File: src/rtl/iir_dec_pkg.sv
// Shared widths, types and constants for the IIR filter decimator.
// No dependencies; imported by every RTL module of the block.
`default_nettype none

package iir_dec_pkg;

    localparam int SAMPLE_W    = 16;
    localparam int COEF_W      = 20;
    localparam int COEF_FRAC   = COEF_W - 4;
    localparam int PROD_W      = SAMPLE_W + COEF_W;
    localparam int ACC_W       = PROD_W + 3;
    localparam int NUM_FF_TAPS = 3;
    localparam int DECIM_W     = 16;
    localparam int GROUP_W     = 13;
    localparam int POS_W       = 12;
    localparam int GROUP_MAX   = 4096;

    typedef logic signed [SAMPLE_W-1:0] sample_t;
    typedef logic signed [COEF_W-1:0]   coef_t;
    typedef logic signed [PROD_W-1:0]   prod_t;
    typedef logic signed [ACC_W-1:0]    acc_t;

    // Register map; the byte address is four times the index.
    typedef enum logic [2:0] {
        REG_B0    = 3'd0,
        REG_B1    = 3'd1,
        REG_B2    = 3'd2,
        REG_A1    = 3'd3,
        REG_A2    = 3'd4,
        REG_DECIM = 3'd5,
        REG_GROUP = 3'd6
    } reg_idx_t;

    // Per-cell strobes: shift the sample line, load the product register.
    typedef struct packed {
        logic shift;
        logic load;
    } tap_ctrl_t;

    localparam sample_t SAMPLE_MAX = {1'b0, {(SAMPLE_W-1){1'b1}}};
    localparam sample_t SAMPLE_MIN = {1'b1, {(SAMPLE_W-1){1'b0}}};
    localparam acc_t    ROUND_HALF = acc_t'(1) <<< (COEF_FRAC - 1);

endpackage

`default_nettype wire

File: src/rtl/iir_dec_tap_cell.sv
// One feedforward tap cell: a stage of the input delay line and its product.
// Depends on iir_dec_pkg.
`default_nettype none

module iir_dec_tap_cell
    import iir_dec_pkg::*;
(
    input  wire logic      clk,
    input  wire logic      rst_n,
    input  wire tap_ctrl_t ctrl,
    input  wire sample_t   sample_prev,
    input  wire coef_t     coef,
    output sample_t        sample,
    output prod_t          prod
);

    sample_t sample_reg;
    prod_t   prod_reg;

    // advance the delay line on each input transfer
    always_ff @(posedge clk or negedge rst_n)
    begin
        if (!rst_n)
        begin
            sample_reg <= '0;
        end
        else if (ctrl.shift)
        begin
            sample_reg <= sample_prev;
        end
    end

    always_ff @(posedge clk)
    begin
        if (ctrl.load)
        begin
            prod_reg <= sample_reg * coef;
        end
    end

    assign sample = sample_reg;
    assign prod   = prod_reg;

endmodule

`default_nettype wire

File: config.mk
export PLATFORM = sky130hd
export DESIGN_NAME = iir_dec_tap_cell
export DESIGN_NICKNAME = d
export VERILOG_FILES = /design/src/rtl/iir_dec_pkg.sv /design/src/rtl/iir_dec_tap_cell.sv
export SDC_FILE = /design/constraint.sdc
export NUM_CORES = 1
export LEC_CHECK = 0
export BUFFER_PORTS_ARGS = -buffer_cell sky130_fd_sc_hd__clkbuf_2
export CORE_ASPECT_RATIO = 1.75
export CORE_MARGIN = 10
export CORE_UTILIZATION = 60
export CTS_CLUSTER_DIAMETER = 60
export DETAILED_ROUTE_END_ITERATION = 6
export PLACE_DENSITY = 0.82
export SLEW_MARGIN = 20
export SYNTH_ARGS = -nofsm -noshare
export SYNTH_HDL_FRONTEND = slang
export SYNTH_SLANG_ARGS = --single-unit
File: constraint.sdc
create_clock -name clk -period 17.1 [get_ports clk]
set_input_delay 3.42 -clock clk [delete_from_list [all_inputs] [get_ports clk]]
set_output_delay 3.42 -clock clk [all_outputs]
set_load 0.02 [all_outputs]
Yosys cells after proc, flatten, opt, wreduce, memory -nomap -nowiden
Cells that the tools add are included.
{ "word_totals": {"ff_bits": 52, "latchBits": 0, "ramBits": 0, "romBits": 0, "input_bits": 40, "out_inout_bits": 52, "elab_cells": 3, "memories": 0} }
{ "classes": {"n_addsub": 0, "n_mul": 1, "n_div": 0, "order_cmp": 0, "eq_ne": 0, "shift": 0, "mux": 0, "bitwise": 0, "reduce_logical": 0} }
{ "ops": {"columns": ["operator", "n"], "rows": [
  ["multiplier 16 x 20 -> 36 bit", 1]
]} }

Logic depth before layout (Yosys ltp)
{ "depth": {"ltp_word": 1, "ltp_mapped": 22, "ltp_nobuf": 21} }

Worst setup path before layout
No wires, ideal clock.
{ "synth_path": {"path_type": "input-to-reg", "from": "in coef[7]", "to": "reg prod_reg[31] (netlist: prod[31]), data pin", "setup_time_ps": 266, "arrival_ps": 8571, "required_ps": 16834, "setup_slack_ps": 8263, "path_stages": 22, "n_path_buf": 1, "path_cell_list": "clkbuf_1 nand2_1 fa_1 inv_1 fa_1 inv_1 fa_1 inv_1 fa_1 fa_1 inv_1 fa_1 inv_1 ha_1 a211oi_1 nor2_1 o41ai_2 o21a_1 a21o_1 a31oi_4 or2_4 xor2_1"} }
{ "synth_between": {"elab_chain_len": 1} }
{ "synth_rtl": {"columns": ["element", "line", "source"], "rows": [
  ["start, declared", "iir_dec_tap_cell.sv:12", "input wire coef_t coef,"],
  ["multiplier 16 x 20 -> 36 bit", "iir_dec_tap_cell.sv:37", "prod_reg <= sample_reg * coef;"],
  ["end signal, assigned", "iir_dec_tap_cell.sv:37", null],
  ["end, declared", "iir_dec_tap_cell.sv:18", "prod_t prod_reg;"]
]} }
No other way between the ends.
A chain may end at the register's enable or synchronous reset.

Worst setup path in the final report
{ "layout_path": {"from": "in coef[6]", "to": "reg prod_reg[34] (netlist: prod[34]), data pin"} }
The elaborated chain is that of the path after synthesis.

==> results.tsv <==
metric	value	unit
status	completed	
# fillers	1753	
Syn Nets	1850	
most common cell after layout, fill and taps aside	inv_1	
final setup violation count	0	
row count	72	
initial antenna violation count	0	
final hold violation count	0	
DRC	0	
detailed-route via count	9914	
Worst path max stage delay	0.65	ns
gate count of the mapped netlist	1402	
Clock Skews	0.0137	ns
nets	1896	
Post-synth EDFFs	36	
slowest CP cell	nor4_2	
Total GRT Usage	24.8	%
share of cells above drive strength 1	9.25	%
Buffers on Ports	91	
total negative slack	0	ns
Final min period	9.41	ns
met3 usage	3.06	%
met1 Use GR	23.2	%
Cells after DPL	1737	
crit share post-route	55.0	%
CP max FO	16	
vias per inst	5.68	
FF+latch count, synth	52	
io pins	92	
Core Region	22300	µm²
sequential area share after synthesis	10.9	%
Reg clk slew, reported paths	0.09	ns
Post-DP HPWL	28400	µm
Worst Setup End Kind	flop	
Routability Congestion	0.909	
grt ovf	0	
Worst Max-Slew Pin Slew	1.03	ns
CP most frequent cell	fa_1	
hold_buf cts	0	
ANT nets after route	0	
initial core utilization	61.1	%
clk root buf	clkbuf_16	
CTS tree	built	
Diodes inserted	0	
cell chain of the critical path	clkbuf_2 > and2_1 > fa_1 > inv_1 > fa_1 > fa_1 > fa_1 > inv_1 > fa_1 > fa_1 > ha_1 > nand3_2 > nor4_2 > nor4_2 > nor3_4 > o21ai_2 > a31oi_1 > a41oi_2 > xnor2_1	
setup bufs post-CTS	0	
most frequent cells in the layout	inv_1 (353), fa_1 (318), nand2_1 (167), and2_1 (149)	
max reg flops	36	
DRT Pass-1 Iters	6	
Register Area	1480	µm²
ys flop type	edfxtp_1	
WL/cell	20.0	µm
syn_area_per_cell	9.69	µm²
Die Width	134	µm
Min Hold Slack	0.857	ns
die area	29300	µm²
Tightest Hold Check Type	reg -> reg	
Req. time, crit path	17.17	ns
Max Root-Sink Buffers	2	
CTS Buf Count	5	
relative slew slack	31.4	%
Synth async-reset ratio	30.8	%
unrepaired setup endpoints after global routing	no	
final non-filler cell area	14400	µm²
post-cts resize count	0	
MaxCap Viol Count	0	
first-pass GRT wire length	56300	µm
Clock Latency Late Sink	0.33	ns
synth unique cells	54	
CTS Sinks	52	
Synth-to-Final Area Change	5.80	%
htree depth	2	
vias in the first global route	11200	
grt met2 use	47.2	%
fin cells	1745	
WS Path Type	in -> reg	
Post-Syn Area	13600	µm²
DIE HEIGHT	219	µm
Worst EP arrival	9.48	ns
largest net degree at the start of global routing	37	
total wire length	35000	µm
Ys Warns	0	
global route hottest layer	met2	
Area after DPL	14200	µm²
fmax	0.106	GHz
CP Launch Type	input port	
Slew Viols, Final	0	
Starting DRT DRC Count	591	
multi-input logic area	10600	µm²
cell type report:
type                       count  share of cell area (%)
clock buffer                   5                   0.870
clock inverter                 3                   0.148
inverter                     354                    9.24
multi-input combinational    941                    73.5
sequential                    52                    10.3
tap                          296                    2.58
timing repair buffer          94                    3.32
synth_stat cells (3+ instances only):
cell type / count / area [µm²]
a31oi_1: 3 / 18.8
dfrtp_1: 16 / 400
buf_1: 3 / 11.3
a21oi_1: 28 / 140
ha_1: 90 / 1130
o2111ai_1: 3 / 26.3
clkbuf_1: 52 / 195
a21o_1: 12 / 90.1
and2_1: 149 / 932
fa_1: 318 / 6370
mux2_2: 15 / 169
nand2_1: 167 / 627
o21a_1: 3 / 22.5
xor2_1: 10 / 87.6
nand2b_1: 8 / 50.1
o21bai_1: 3 / 22.5
nor2_1: 37 / 139
and3_1: 6 / 37.5
nor4_1: 3 / 18.8
o21ai_0: 15 / 75.1
nor3_1: 4 / 20.0
inv_1: 353 / 1330
o211ai_1: 3 / 22.5
nand4_1: 3 / 18.8
edfxtp_1: 36 / 1080
xnor2_1: 27 / 236
stage by stage:
| stage | worst slack [ns] | utilization, % |
|---|---|---|
| 4_1_cts | 7.69 | 64.6 |
| 2_1_floorplan | 8.26 | - |
| 5_1_grt | 7.51 | 64.6 |
| 3_5_place_dp | 7.39 | 64.0 |
| 6_report | 7.69 | 64.6 |
| 3_3_place_gp | 7.40 | 64.0 |
routing by layer:
layer / part of all wire [%] / wire, µm
met1: 30 / 10300
met2: 57 / 20100
met3: 5.1 / 1780
met4: 8.0 / 2790
met5: 0 / 0
cell families after synthesis:
family	Yosys count	share of synthesized area (%)
simple gates	395	14.7
xor+xnor	37	2.38
buf+inv	409	11.3
compound gates	86	4.38
mux	15	1.24
flops	52	10.9
fa+ha+maj	408	55.1
worst max-delay path, delay by kind of cell:
kind,cells,cell delay [ns]
xor gates and xnor gates,1,0.15
AOI/OAI and AO/OA,3,0.47
and+or+nand+nor,5,1.62
buffers and inverters,3,0.37
adders and majority gates,7,3.46
worst paths after layout:
kind,from,to,slack [ns],cells after the start
worst max register to register,sample[1],prod[34],10.07,17
max in group asynchronous,rst_n,sample[2],13.81,1
worst min register to register,sample[10],sample[10],0.86,2
worst min-delay path,sample[10],sample[10],0.86,2
worst max-delay path,coef[6],prod[34],7.69,19
min in group asynchronous,rst_n,sample[9],2.99,1
Power is not shown: default switching activity piles up to over one toggle a cycle in this logic, so the estimate is an artifact.
