### config.mk
export PLATFORM = sky130hd
export DESIGN_NAME = iir_dec_fb_loop
export DESIGN_NICKNAME = d
export VERILOG_FILES = /design/src/rtl/iir_dec_pkg.sv /design/src/rtl/iir_dec_fb_loop.sv
export SDC_FILE = /design/constraint.sdc
export NUM_CORES = 2
export LEC_CHECK = 0
export BUFFER_PORTS_ARGS = -buffer_cell sky130_fd_sc_hd__buf_2
export CAP_MARGIN = 20
export CELL_PAD_IN_SITES_DETAIL_PLACEMENT = 2
export CELL_PAD_IN_SITES_GLOBAL_PLACEMENT = 2
export CORE_MARGIN = 3
export CORE_UTILIZATION = 46
export DETAILED_ROUTE_END_ITERATION = 16
export GPL_TIMING_DRIVEN = 1
export PLACE_DENSITY = 0.95
export SLEW_MARGIN = 20
export SYNTH_ARGS = -nofsm -noshare
export SYNTH_HDL_FRONTEND = slang
export SYNTH_SLANG_ARGS = --single-unit
### constraint.sdc
create_clock -name clk -period 24.4 [get_ports clk]
set_clock_uncertainty 0.1 [all_clocks]
set_input_delay 3.66 -clock clk [delete_from_list [all_inputs] [get_ports clk]]
set_output_delay 3.66 -clock clk [all_outputs]
set_load 0.02 [all_outputs]
### src/rtl/iir_dec_pkg.sv
// Shared widths, types and constants for the IIR filter decimator.
// No dependencies; imported by every RTL module of the block.
`default_nettype none

package iir_dec_pkg;

    localparam int SAMPLE_W    = 16;
    localparam int COEF_W      = 20;
    localparam int COEF_FRAC   = COEF_W - 4;
    localparam int PROD_W      = SAMPLE_W + COEF_W;
    localparam int ACC_W       = PROD_W + 3;
    localparam int NUM_FF_TAPS = 3;
    localparam int DECIM_W     = 16;
    localparam int GROUP_W     = 13;
    localparam int POS_W       = 12;
    localparam int GROUP_MAX   = 4096;

    typedef logic signed [SAMPLE_W-1:0] sample_t;
    typedef logic signed [COEF_W-1:0]   coef_t;
    typedef logic signed [PROD_W-1:0]   prod_t;
    typedef logic signed [ACC_W-1:0]    acc_t;

    // Register map; the byte address is four times the index.
    typedef enum logic [2:0] {
        REG_B0    = 3'd0,
        REG_B1    = 3'd1,
        REG_B2    = 3'd2,
        REG_A1    = 3'd3,
        REG_A2    = 3'd4,
        REG_DECIM = 3'd5,
        REG_GROUP = 3'd6
    } reg_idx_t;

    // Per-cell strobes: shift the sample line, load the product register.
    typedef struct packed {
        logic shift;
        logic load;
    } tap_ctrl_t;

    localparam sample_t SAMPLE_MAX = {1'b0, {(SAMPLE_W-1){1'b1}}};
    localparam sample_t SAMPLE_MIN = {1'b1, {(SAMPLE_W-1){1'b0}}};
    localparam acc_t    ROUND_HALF = acc_t'(1) <<< (COEF_FRAC - 1);

endpackage

`default_nettype wire

### src/rtl/iir_dec_fb_loop.sv
// Feedback section: output history, a1/a2 terms, rounding shift and saturation.
// Depends on iir_dec_pkg.
`default_nettype none

module iir_dec_fb_loop
    import iir_dec_pkg::*;
(
    input  wire logic    clk,
    input  wire logic    rst_n,
    input  wire logic    step,
    input  wire acc_t    ff_sum,
    input  wire coef_t   coef_a1,
    input  wire coef_t   coef_a2,
    output sample_t      y
);

    sample_t y1_reg;
    sample_t y2_reg;
    prod_t   a2_term_reg;
    prod_t   a2_term_next;
    sample_t a2_operand;
    prod_t   a1_term;
    acc_t    acc;
    acc_t    shifted;

    assign a1_term = y1_reg * coef_a1;
    assign acc     = ff_sum - acc_t'(a1_term) - acc_t'(a2_term_reg);
    assign shifted = acc >>> COEF_FRAC;

    always_comb
    begin
        if (shifted > acc_t'(SAMPLE_MAX))
        begin
            y = SAMPLE_MAX;
        end
        else if (shifted < acc_t'(SAMPLE_MIN))
        begin
            y = SAMPLE_MIN;
        end
        else
        begin
            y = shifted[SAMPLE_W-1:0];
        end
    end

    // the a2 term always tracks a2 times the sample that will be y[n-2]
    assign a2_operand   = step ? y1_reg : y2_reg;
    assign a2_term_next = a2_operand * coef_a2;

    always_ff @(posedge clk or negedge rst_n)
    begin
        if (!rst_n)
        begin
            y1_reg      <= '0;
            y2_reg      <= '0;
            a2_term_reg <= '0;
        end
        else
        begin
            a2_term_reg <= a2_term_next;
            if (step)
            begin
                y1_reg <= y;
                y2_reg <= y1_reg;
            end
        end
    end

endmodule

`default_nettype wire

-- After elaboration in Yosys (flattened, before gate mapping)
Index checks and enable logic that the tools add are counted.
- flip-flop bits (word level): 68
- bits of input ports: 82
- output and inout port bits: 16
- word-level logic and storage cells: 12
- add/sub/neg operators: 2
- $mul: 2
- $lt $le $gt $ge: 2
- mux-type cells: 3
- operator list (kind ; number):
    39-bit by 36-bit subtractor with 39-bit output ; 2
    16-bit by 20-bit multiplier with 36-bit output ; 2
    16-bit 2-to-1 mux ; 3
    23-bit by 16-bit > comparator with 1-bit output, second input constant ; 1
    23-bit by 16-bit < comparator with 1-bit output, second input constant ; 1

-- Depth between registers and ports, before layout
- word-level depth: 6
- mapped depth: 29
- depth with buffers taken out: 25

-- Worst setup path before layout
OpenSTA, ideal clock, no wires.
- path type: input to output
- from: in coef_a1[19]
- to: out y[10]
- arrival: 10.288 ns
- required time: 20.640 ns
- slack: 10.352 ns
- stages: 25
- buffers on the path: 3
- path through: clkbuf_1 > nand2_1 > fa_1 > inv_1 > fa_1 > inv_1 > fa_1 > inv_1 > fa_1 > fa_1 > inv_1 > fa_1 > ha_1 > clkbuf_1 > a21o_1 > a21o_1 > a21o_1 > a21o_1 > a21oi_1 > o21ai_2 > a21oi_1 > xnor2_2 > a41oi_4 > clkbuf_1 > o21ai_0
- word-level cells in the longest chain between the ends: 6
- elaborated cells on any way between the ends: 7
- those cells by class: add/sub (2); mul (1); order compare (2); mux (2)
- ends and longest elaborated chain (element ; line ; RTL):
    start: declaration ; iir_dec_fb_loop.sv:12 ; input wire coef_t coef_a1,
    16-bit by 20-bit multiplier with 36-bit output * ; iir_dec_fb_loop.sv:26 ; assign a1_term = y1_reg * coef_a1;
    39-bit by 36-bit subtractor with 39-bit output * (2 in a row) ; iir_dec_fb_loop.sv:27 ; assign acc = ff_sum - acc_t'(a1_term) - acc_t'(a2_term_reg);
    23-bit by 16-bit < comparator with 1-bit output ; iir_dec_fb_loop.sv:36 ; else if (shifted < acc_t'(SAMPLE_MIN))
    16-bit 2-to-1 mux ; iir_dec_fb_loop.sv:36 ;
    16-bit 2-to-1 mux * ; iir_dec_fb_loop.sv:32 ; if (shifted > acc_t'(SAMPLE_MAX))
    end: declaration ; iir_dec_fb_loop.sv:14 ; output sample_t y
Mark *: on every way between the ends. The rest lies on a longest branch, timed or not.

-- Worst setup path in the final report
- from: in coef_a1[14]
- to: out y[2]
Same word-level chain as after synthesis.

==> run_results.csv <==
group,metric,value,unit
yosys,syn-mean-instance-area,9.31,um^2
place,dpl_cell_area,29500,um^2
critical_path,slowest_stage,"o41ai_4",
clock_tree,post_cts_buffers,0,
yosys,synth_top_area_cell,"fa_1",
critical_path,r2r_slack,14.64,ns
sta,rsz0062_at_grt,"no",
global_routing,grt_pass1_wl,191000,um
place,gp_congestion,0.900,
yosys,syn_nets,4044,
global_routing,grt_antenna_before_repair,10,
yosys,synthFlopType,"dfrtp_1",
min_path,min_path_type,"reg -> reg",
critical_path,crit_path_end,"y[2]",
sta,fin_setup_tns,0,ns
yosys,ys_warn_count,0,
yosys,synth.area.top_cells,"fa_1 51%, inv_1 12%, ha_1 8.7%",
floorplan,rows,90,
clock_tree,cts_tree,"done",
critical_path,crit_path_cell_trace,"buf_2 -> nand2_1 -> fa_1 -> fa_1 -> inv_1 -> fa_1 -> inv_1 -> fa_1 -> fa_1 -> inv_1 -> fa_1 -> inv_1 -> ha_1 -> nand4_1 -> nor3_2 -> o211ai_2 -> a2111oi_4 -> o21bai_2 -> o21ai_2 -> xnor2_1 -> nand4_1 -> o41ai_4 -> o21ai_0 -> buf_2",
critical_path,r2r-start,"y1_reg[5]",
final_layout,stdcell_count,3838,
critical_path,critPathArrivalTime,13.05,ns
clock_tree,cts_root_buf,"clkbuf_16",
critical_path,critPathLaunch,"coef_a1[14]",
yosys,netlist_area,28400,um^2
place,dp_hpwl,100000,um
final_layout,finalNetCount,4043,
job,max_cap_violations,0,
final_layout,multiInputGateArea,23000,um^2
place,io_buffer_count,97,
floorplan,die_x,254,um
yosys,ys_seq_area_share,6.00,%
floorplan,die-area,64700,um^2
yosys,synthCells,3048,
detailed_routing,drtIter0Drc,1514,
floorplan,initial_utilization,46.8,%
detailed_routing,wirelength,129000,um
sta,post-route-min-period,16.81,ns
detailed_routing,drc_errors,0,
clock_tree,cts_htree_levels,3,
critical_path,path_max_fanout,16,
clock_tree,cts_resized,0,
global_routing,grt_pass1_vias,28793,
yosys,async_flop_share,100,%
final_layout,area_growth,5.07,%
critical_path,worst_path_most_repeated_cell,"fa_1",
global_routing,overflow,0,
yosys,ys_types,63,
place,dp.cells,3818,
critical_path,end_kind,"primary output",
floorplan,die-height,254,um
detailed_routing,drt_pre_antenna_iters,5,
sta,fmaxAchievable,59.5,MHz
critical_path,required,20.64,ns
outcome,status,"finished clean",
floorplan,ios,98,
final_layout,drive_gt1_share,5.96,%
sta,worstMarginPinSlew,1.23,ns
final_layout,final_cell_mix,"872 x inv_1, 717 x fa_1, 397 x nand2_1",
yosys,synth_enable_flop_cells,0,
detailed_routing,wl_per_cell,33.7,um
detailed_routing,num_vias,22999,
yosys,ys_ff_latch,68,
floorplan,coreArea,60700,um^2
detailed_routing,via_per_inst,5.99,
clock_tree,cts_num_sinks,68,
sta,timing.final.crit_share,68.9,%
detailed_routing,detail-route-antenna-nets,0,
clock_tree,clk_pin_slew,0.08,ns
critical_path,ff2ff_path_depth,22,
clock_tree,clock_path_buffers,2,
yosys,synth.top_cell.area_share,50.6,%
final_layout,largest_reg_flops,36,
global_routing,track_usage,41.4,%
critical_path,start_kind,"input pin",
critical_path,reg2reg_to,"y1_reg[2]",
clock_tree,cts-hold-fix-buffers,0,
final_layout,layout_commonest_cell,"inv_1",
clock_tree,clk_latency,0.40,ns
sta,drv_slew,0,
final_layout,num-fill-cells,6364,
sta,setup_viol,0,
critical_path,critical-path-max-stage-delay,1.04,ns
final_layout,fin_area,29800,um^2
sta,slew_headroom,17.8,%
clock_tree,cts_buffers,9,
sta,hold_violations,0,
global_routing,grt_max_degree,61,
final_layout,ff_latch_area,1700,um^2
critical_path,critPathKind,"in -> out",
==> synth_stat cells (5+ instances only) <==
| cell type | n |
|---|---|
| xnor2_1 | 51 |
| o31ai_1 | 6 |
| xor2_1 | 22 |
| nand2_1 | 397 |
| o311ai_0 | 5 |
| nor2b_1 | 43 |
| o21a_1 | 10 |
| a21o_1 | 21 |
| o21ai_0 | 41 |
| clkbuf_1 | 114 |
| or3_1 | 5 |
| nand2b_1 | 8 |
| dfrtp_1 | 68 |
| nand4_1 | 7 |
| fa_1 | 717 |
| o311ai_1 | 8 |
| nor2_1 | 33 |
| or2_2 | 19 |
| and2_1 | 229 |
| nor3_1 | 7 |
| inv_1 | 872 |
| a21oi_1 | 62 |
| nand3_1 | 9 |
| a211oi_1 | 8 |
| ha_1 | 197 |
| mux2_2 | 16 |
==> per-stage QoR <==
| step | worst slack, ns | hold slack [ns] | utilization [%] |
|---|---|---|---|
| global route | 7.26 | 0.740 | 49.1 |
| floorplan | 10.35 | 0.378 | - |
| CTS | 8.02 | 0.733 | 49.1 |
| detailed placement | 8.10 | 0.575 | 48.6 |
| global placement | 9.10 | 0.473 | 48.6 |
| finish | 7.59 | 0.734 | 49.1 |
==> layer usage <==
layer | GRT usage, % | share of wire, % | vias to the layer above
li1 | - | - | 8772
met1 | 41.2 | 32 | 12014
met2 | 71.4 | 50 | 1390
met3 | 10.6 | 7.0 | 809
met4 | 37.6 | 11 | 14
met5 | 0 | 0.076 | -
==> worst min path at each step <==
stage                     startpoint          to  slack [ns]  cells after the start
final                     y2_reg[15]  y2_reg[15]        0.73                      3
after CTS                  y2_reg[0]   y2_reg[0]        0.73                      2
after global placement     y2_reg[0]   y2_reg[0]        0.47                      2
after detailed placement   y2_reg[0]   y2_reg[0]        0.58                      2
after global routing       y2_reg[0]   y2_reg[0]        0.74                      2
after floorplan           y2_reg[15]  y2_reg[15]        0.38                      2
==> cell type report <==
class                           instances  area share, %
Sequential cell                        68           5.72
Clock buffer                           11          0.814
Inverter                              872           11.0
Antenna cell                            4         0.0336
Multi-Input combinational cell       1990           77.0
Tap cell                              782           3.28
Timing Repair Buffer                  106           1.86
Clock inverter                          5          0.285
==> logic make-up (layout without fill, tap and decap cells) <==
| family | count (synthesis) | count (layout) | synth area share, % |
|---|---|---|---|
| AO/OA/AOI/OAI | 209 | 209 | 5.13 |
| XOR/XNOR | 75 | 75 | 2.37 |
| multiplexers | 19 | 19 | 0.754 |
| adder cells (fa/ha/maj) | 914 | 914 | 59.3 |
| flip-flops | 68 | 68 | 6.00 |
| buffers and inverters | 990 | 994 | 13.1 |
| other | 0 | 4 | 0 |
| AND/OR/NAND/NOR | 773 | 773 | 13.3 |
==> worst max-delay path: cells and delay by family <==
kind,cells,cell delay (ns)
adders and majority gates,7,3.68
xor gates and xnor gates,1,0.27
buffers and inverters,6,1.00
and+or+nand+nor,4,1.32
AOI/OAI and AO/OA,6,3.08
Power is not shown: default switching activity piles up to over one toggle a cycle in this logic, so the estimate is an artifact.
